### config.mk
export PLATFORM = sky130hd
export DESIGN_NAME = index_vertex_range_scan
export DESIGN_NICKNAME = d
export VERILOG_FILES = /design/src/rtl/ivrs_pkg.sv /design/src/rtl/index_vertex_range_scan.sv
export VERILOG_INCLUDE_DIRS = /design/src /design/src/rtl
export SDC_FILE = /design/constraint.sdc
export NUM_CORES = 1
export LEC_CHECK = 0
export BUFFER_PORTS_ARGS = -buffer_cell sky130_fd_sc_hd__buf_2
export CAP_MARGIN = 20
export CORE_MARGIN = 1
export CORE_UTILIZATION = 25
export DETAILED_ROUTE_END_ITERATION = 10
export PLACE_DENSITY = 0.47
export SETUP_SLACK_MARGIN = 0.4
export SLEW_MARGIN = 40
export SYNTH_ARGS = -nofsm -noshare
export SYNTH_HDL_FRONTEND = slang
export SYNTH_SLANG_ARGS = --single-unit
### constraint.sdc
create_clock -name clk -period 10.63 [get_ports clk]
set_clock_uncertainty 0.05 [all_clocks]
set_input_delay 0.5315 -clock clk [delete_from_list [all_inputs] [get_ports clk]]
set_output_delay 0.5315 -clock clk [all_outputs]
set_load 0.02 [all_outputs]
### src/rtl/index_vertex_range_scan_assert.svh
`ifndef INDEX_VERTEX_RANGE_SCAN_ASSERT_SVH
`define INDEX_VERTEX_RANGE_SCAN_ASSERT_SVH

// Checks that hold in the same cycle and checks that hold in the cycle after.
`ifndef NO_ASSERTIONS
`define IVRS_ASSERT_NOW(label, ante, cons) \
	label: assert property (@(posedge clk) disable iff (!arst_n) (ante) |-> (cons)) \
		else $error("index_vertex_range_scan check failed");
`define IVRS_ASSERT_NEXT(label, ante, cons) \
	label: assert property (@(posedge clk) disable iff (!arst_n) (ante) |=> (cons)) \
		else $error("index_vertex_range_scan check failed");
`else
`define IVRS_ASSERT_NOW(label, ante, cons)
`define IVRS_ASSERT_NEXT(label, ante, cons)
`endif

`endif

### src/rtl/ivrs_pkg.sv
package ivrs_pkg;

	localparam int DATA_W    = 32;
	localparam int SHORT_W   = 16;
	localparam int CFG_IDX_W = 2;

	localparam logic [CFG_IDX_W-1:0] CFG_SHORT_MODE  = 2'd0;
	localparam logic [CFG_IDX_W-1:0] CFG_BASE_VERTEX = 2'd1;
	localparam logic [CFG_IDX_W-1:0] CFG_CAPACITY    = 2'd2;

	typedef struct packed {
		logic [DATA_W-1:0] min_index;
		logic [DATA_W-1:0] max_index;
		logic [DATA_W-1:0] first_vertex;
		logic [DATA_W-1:0] last_vertex;
		logic              out_of_range;
	} scan_state_t;

	localparam scan_state_t SCAN_CLEAR = '{
		min_index:    '1,
		max_index:    '0,
		first_vertex: '1,
		last_vertex:  '0,
		out_of_range: 1'b0
	};

endpackage

### src/rtl/index_vertex_range_scan.sv
// Channel  | Handshake            | Payload
// ---------+----------------------+---------------------------------------------
// index    | idx_valid, idx_stall | index_value, last_index
// result   | res_valid, res_stall | range_valid, first_vertex, vertex_count,
//          |                      | min_index, max_index
// config   | cfg_write_en         | cfg_index, cfg_data
//
// One index is taken per cycle while idx_stall is low. An index is registered,
// and when it moves on, the running minima and maxima are updated; on the last
// index of a draw the result register is loaded from the updated values and
// the running state is cleared instead. Reset sets the registers to 16-bit
// indices, zero base and zero capacity, and clears the running state. A
// stalled result holds back only a registered last index, and the index input
// stalls behind it; other indices move on regardless.
`include "index_vertex_range_scan_assert.svh"

module index_vertex_range_scan (
	input  logic                         clk,
	input  logic                         arst_n,
	input  logic                         idx_valid,
	output logic                         idx_stall,
	input  logic [ivrs_pkg::DATA_W-1:0]  index_value,
	input  logic                         last_index,
	output logic                         res_valid,
	input  logic                         res_stall,
	output logic                         range_valid,
	output logic [ivrs_pkg::DATA_W-1:0]  first_vertex,
	output logic [ivrs_pkg::DATA_W-1:0]  vertex_count,
	output logic [ivrs_pkg::DATA_W-1:0]  min_index,
	output logic [ivrs_pkg::DATA_W-1:0]  max_index,
	input  logic                         cfg_write_en,
	input  logic [ivrs_pkg::CFG_IDX_W-1:0] cfg_index,
	input  logic [ivrs_pkg::DATA_W-1:0]  cfg_data
);
	import ivrs_pkg::*;

	logic              short_mode_q;
	logic [DATA_W-1:0] base_vertex_q;
	logic [DATA_W-1:0] capacity_q;

	logic              valid_s1;
	logic [DATA_W-1:0] index_s1;
	logic              last_s1;

	scan_state_t       run_q;
	scan_state_t       run_nxt;

	logic              res_valid_q;
	logic              range_valid_q;
	logic [DATA_W-1:0] first_vertex_q;
	logic [DATA_W-1:0] vertex_count_q;
	logic [DATA_W-1:0] min_index_q;
	logic [DATA_W-1:0] max_index_q;

	logic              advance;
	logic [DATA_W-1:0] index_m;
	logic [DATA_W+1:0] vertex_sum;
	logic [DATA_W-1:0] vertex;
	logic              in_range;
	logic              draw_ok;

	always_ff @(posedge clk or negedge arst_n) begin
		if (!arst_n) begin
			short_mode_q  <= 1'b1;
			base_vertex_q <= '0;
			capacity_q    <= '0;
		end else if (cfg_write_en) begin
			unique case (cfg_index)
				CFG_SHORT_MODE:  short_mode_q  <= cfg_data[0];
				CFG_BASE_VERTEX: base_vertex_q <= cfg_data;
				CFG_CAPACITY:    capacity_q    <= cfg_data;
				default: ;
			endcase
		end
	end

	// A registered last index may only move on when the result register is free.
	assign advance   = valid_s1 && (!last_s1 || !res_valid_q || !res_stall);
	assign idx_stall = valid_s1 && !advance;

	always_ff @(posedge clk or negedge arst_n) begin
		if (!arst_n) begin
			valid_s1 <= 1'b0;
		end else if (idx_valid && !idx_stall) begin
			valid_s1 <= 1'b1;
		end else if (advance) begin
			valid_s1 <= 1'b0;
		end
	end

	always_ff @(posedge clk) begin
		if (idx_valid && !idx_stall) begin
			index_s1 <= index_value;
			last_s1  <= last_index;
		end
	end

	always_comb begin
		index_m = short_mode_q ? {{(DATA_W-SHORT_W){1'b0}}, index_s1[SHORT_W-1:0]} : index_s1;
		vertex_sum = {2'b00, index_m} + {{2{base_vertex_q[DATA_W-1]}}, base_vertex_q};
		vertex   = vertex_sum[DATA_W-1:0];
		in_range = !vertex_sum[DATA_W+1] && !vertex_sum[DATA_W] && (vertex < capacity_q);

		run_nxt = run_q;
		if (in_range) begin
			if (index_m < run_q.min_index)   run_nxt.min_index    = index_m;
			if (index_m > run_q.max_index)   run_nxt.max_index    = index_m;
			if (vertex < run_q.first_vertex) run_nxt.first_vertex = vertex;
			if (vertex > run_q.last_vertex)  run_nxt.last_vertex  = vertex;
		end else begin
			run_nxt.out_of_range = 1'b1;
		end

		draw_ok = !run_nxt.out_of_range && (capacity_q != '0) &&
			(run_nxt.last_vertex >= run_nxt.first_vertex);
	end

	always_ff @(posedge clk or negedge arst_n) begin
		if (!arst_n) begin
			run_q <= SCAN_CLEAR;
		end else if (advance) begin
			run_q <= last_s1 ? SCAN_CLEAR : run_nxt;
		end
	end

	always_ff @(posedge clk or negedge arst_n) begin
		if (!arst_n) begin
			res_valid_q <= 1'b0;
		end else if (advance && last_s1) begin
			res_valid_q <= 1'b1;
		end else if (!res_stall) begin
			res_valid_q <= 1'b0;
		end
	end

	always_ff @(posedge clk) begin
		if (advance && last_s1) begin
			range_valid_q  <= draw_ok;
			first_vertex_q <= draw_ok ? run_nxt.first_vertex : '0;
			vertex_count_q <= draw_ok ? (run_nxt.last_vertex - run_nxt.first_vertex +
				DATA_W'(1)) : '0;
			min_index_q    <= draw_ok ? run_nxt.min_index : '0;
			max_index_q    <= draw_ok ? run_nxt.max_index : '0;
		end
	end

	assign res_valid    = res_valid_q;
	assign range_valid  = range_valid_q;
	assign first_vertex = first_vertex_q;
	assign vertex_count = vertex_count_q;
	assign min_index    = min_index_q;
	assign max_index    = max_index_q;

	`IVRS_ASSERT_NEXT(a_last_gives_result, advance && last_s1, res_valid)
	`IVRS_ASSERT_NOW(a_valid_count_nonzero, res_valid && range_valid, vertex_count != '0)
	`IVRS_ASSERT_NOW(a_valid_index_order, res_valid && range_valid, min_index <= max_index)
	`IVRS_ASSERT_NOW(a_invalid_is_zero, res_valid && !range_valid,
		first_vertex == '0 && vertex_count == '0 && min_index == '0 && max_index == '0)

endmodule

==> out/qor.yml <==
outcome:
  outcome: "complete, no violations"
logic_synthesis:
  syn_inst: 2219
  yosys.area_share.simple_pct: 10.8
  ys_seq_area_share_pct: 42.5
  synth-compound-area-share_pct: 18.7
  synth-main-ff-cell: "edfxtp_1"
  synth_top_area_share_pct: 21.0
  synth_edf_count: 162
  synth.net_count: 2559
  ys_async_sr_fraction_pct: 54.7
  syn_area_per_cell_um2: 10.4
  yosys_warnings: 0
  synthMuxAreaShare_pct: 5.49
  synthTopCellsByCount: "ha_1, inv_1, a21oi_1"
  netlist_area_um2: 23200
  synth_area_leaders: "edfxtp_1, dfrtp_1, ha_1"
  ys_types: 95
  synth-adder-area-share_pct: 15.1
  synth_xor_area_share_pct: 1.85
  synth-seq-cells: 358
  synth_top_family_by_area: "compound AO/OA/AOI/OAI gates"
  yosys.area.top_type: "edfxtp_1"
  synth_most_common_cell: "ha_1"
worst_hold_path:
  hp-start: "index_value[19]"
  hold_depth: 1
  hp-class: "in2reg"
  holdPathEnd: "index_s1[19]$_DFFE_PP_"
place:
  io_buffer_count: 202
  gp_congestion: 0.872
  placed_cells: 3607
  hpwl_um: 55400
  preCtsSetupSlack_ns: 0.443
  place_area_um2: 25700
worst_setup_path:
  crit_top_cell: "ha_1"
  arrival_ns: 9.81
  rrSetupSlack_ns: 1.08
  reg2reg_from: "index_s1[0]$_DFFE_PP_"
  r2r-end: "vertex_count[31]$_SDFFCE_PN0P_"
  cp-start-kind: "flop"
  slowest_delay_ns: 0.55
  crit_path_max_fanout: 27
  rr_worst_depth: 35
  end_kind: "flop"
  crit_required_ns: 10.90
  cp_slowest_cell: "nand4b_1"
  crit_type: "reg2reg"
cells_and_area:
  nNetsFinal: 2752
  area_delta_synth_final_pct: 18.4
  design_area_um2: 27400
  fin_cells: 3695
  drive_gt1_share_pct: 21.1
clocking:
  clock_latency_ns: 0.60
  cts.sinks: 358
  cts-htree-levels: 2
  path_clk_slew_ns: 0.06
  cts_tree: "done"
  cts_root_buffer: "clkbuf_16"
  cts_buffers: 45
  cts_max_path_buffers: 3
floorplan:
  start_util_pct: 25.2
  core_area_um2: 91800
  dieWidth_um: 306
  dieArea_um2: 93900
  die_h_um: 306
  fp-row-count: 111
  pin_count: 203
grt:
  grt_pass1_wl_um: 112000
  antenna_found_initial: 7
  grt_pass1_vias: 18200
  grt_max_degree: 82
  grt-ovfl-total: 0
  grt_usage_pct: 15.5
sta:
  period_share_pct: 89.8
  slew_headroom_pct: 39.8
  whs_ns: 0.0653
  rsz0062_at_grt: "no"
  slew_viol_final: 0
  finalSetupViolations: 0
  max_clock_freq_mhz: 105
  fin_ws_ns: 1.08
  fin_crit_ns: 9.55
  finalSetupTns_ns: 0
  hold_viol_final: 0
  tightestPinTransition_ns: 0.897
detailed_routing:
  wl_um: 73800
  via_count: 18100
  avgViaCountPerCell: 4.89
  post_drt_wl_per_cell_um: 20.0
  ant_nets: 0
  firstDrtPassIters: 5
  drt_iter0_markers: 1120
  drc: 0
pwr:
  power.density_nw_per_um2: 283
  peakVddDrop_mv: 0.136
  leakagePower_nw: 11.8
job:
  cap_violations: 0
[what timing repair did]
item	in CTS	in global routing
endpoints found under the hold margin	42	0
endpoints found under the setup margin	1	85
hold buffers	1	0
setup buffers	0	0
gates resized for setup	1	6
[cell usage in the layout (no fill, tap or decap), drive strengths merged, types with 35 or more instances in the layout]
cell | Yosys | layout
o21ai | 134 | 134
clkbuf | 42 | 62
nand3 | 89 | 89
mux2 | 97 | 97
ha | 251 | 251
nor2 | 104 | 104
nand4 | 35 | 35
dfrtp | 131 | 131
o22a | 65 | 65
a21oi | 194 | 194
edfxtp | 162 | 162
buf | 57 | 243
nand2 | 114 | 114
dfstp | 65 | 65
inv | 203 | 205
[registers in the layout, indices dropped and copies added, names as in the netlist]
signal	flops
run_q	129
base_vertex_q	32
capacity_q	32
first_vertex	32
index_s1	32
max_index	32
min_index	32
vertex_count	32
last_s1	1
range_valid	1
res_valid	1
short_mode_q	1
valid_s1	1
[critical path, delay by kind of cell, from the launching register on]
family,cells,cell delay [ns]
AO/OA/AOI/OAI,20,4.64
buffers and inverters,2,0.50
flip-flops,1,0.53
XOR/XNOR,1,0.15
AND/OR/NAND/NOR,7,1.45
adder cells (fa/ha/maj),5,1.95
[how the worst max path moves through the flow]
stage | from | endpoint | cells past startpoint | slack, ns
2_1_floorplan | index_s1[8]$_DFFE_PP_ | vertex_count[30]$_SDFFCE_PN0P_ | 34 | 2.38
3_3_place_gp | index_s1[0]$_DFFE_PP_ | vertex_count[30]$_SDFFCE_PN0P_ | 31 | 0.65
3_5_place_dp | index_s1[2]$_DFFE_PP_ | vertex_count[30]$_SDFFCE_PN0P_ | 31 | 0.44
4_1_cts | index_s1[2]$_DFFE_PP_ | vertex_count[30]$_SDFFCE_PN0P_ | 31 | 0.65
5_1_grt | index_s1[0]$_DFFE_PP_ | vertex_count[31]$_SDFFCE_PN0P_ | 35 | 0.49
6_report | index_s1[0]$_DFFE_PP_ | vertex_count[31]$_SDFFCE_PN0P_ | 35 | 1.08
[metal layers]
metal | part of all wire (%) | global-route usage (%)
met1 | 47 | 21.7
met2 | 46 | 25.0
met3 | 5.7 | 2.54
met4 | 2.1 | 3.69
met5 | 0 | 0
[per-stage QoR]
stage                     total power, mW  util, %
after floorplan                      4.92        -
after global placement               5.94     27.9
after detailed placement             6.03     28.0
after CTS                            7.80     29.8
after global routing                 8.39     29.9
final                                7.77     29.9
[report_power, final]
part,switching (mW),internal (mW)
registers,0.225,1.78
clock network,0.654,1.05
logic,2.49,1.57
total,3.37,4.40
[cell type report]
cell class / count / area, µm²
Sequential cell: 358 / 9850
Clock inverter: 22 / 360
Antenna cell: 4 / 10.0
Tap cell: 1243 / 1560
Clock buffer: 61 / 1290
Multi-Input combinational cell: 1559 / 12200
Inverter: 203 / 762
Timing Repair Buffer: 245 / 1390
Fill cell: 9522 / 64400
[cells by family (layout without fill, tap and decap cells)]
logic type | Yosys count | after routing
AO/OA/AOI/OAI | 633 | 633
adder cells (fa/ha/maj) | 270 | 270
buffers and inverters | 302 | 531
multiplexers | 115 | 115
flip-flops | 358 | 358
AND/OR/NAND/NOR | 493 | 493
XOR/XNOR | 48 | 48
other | 0 | 4
No activity file was read; power rests on OpenSTA's default activity.
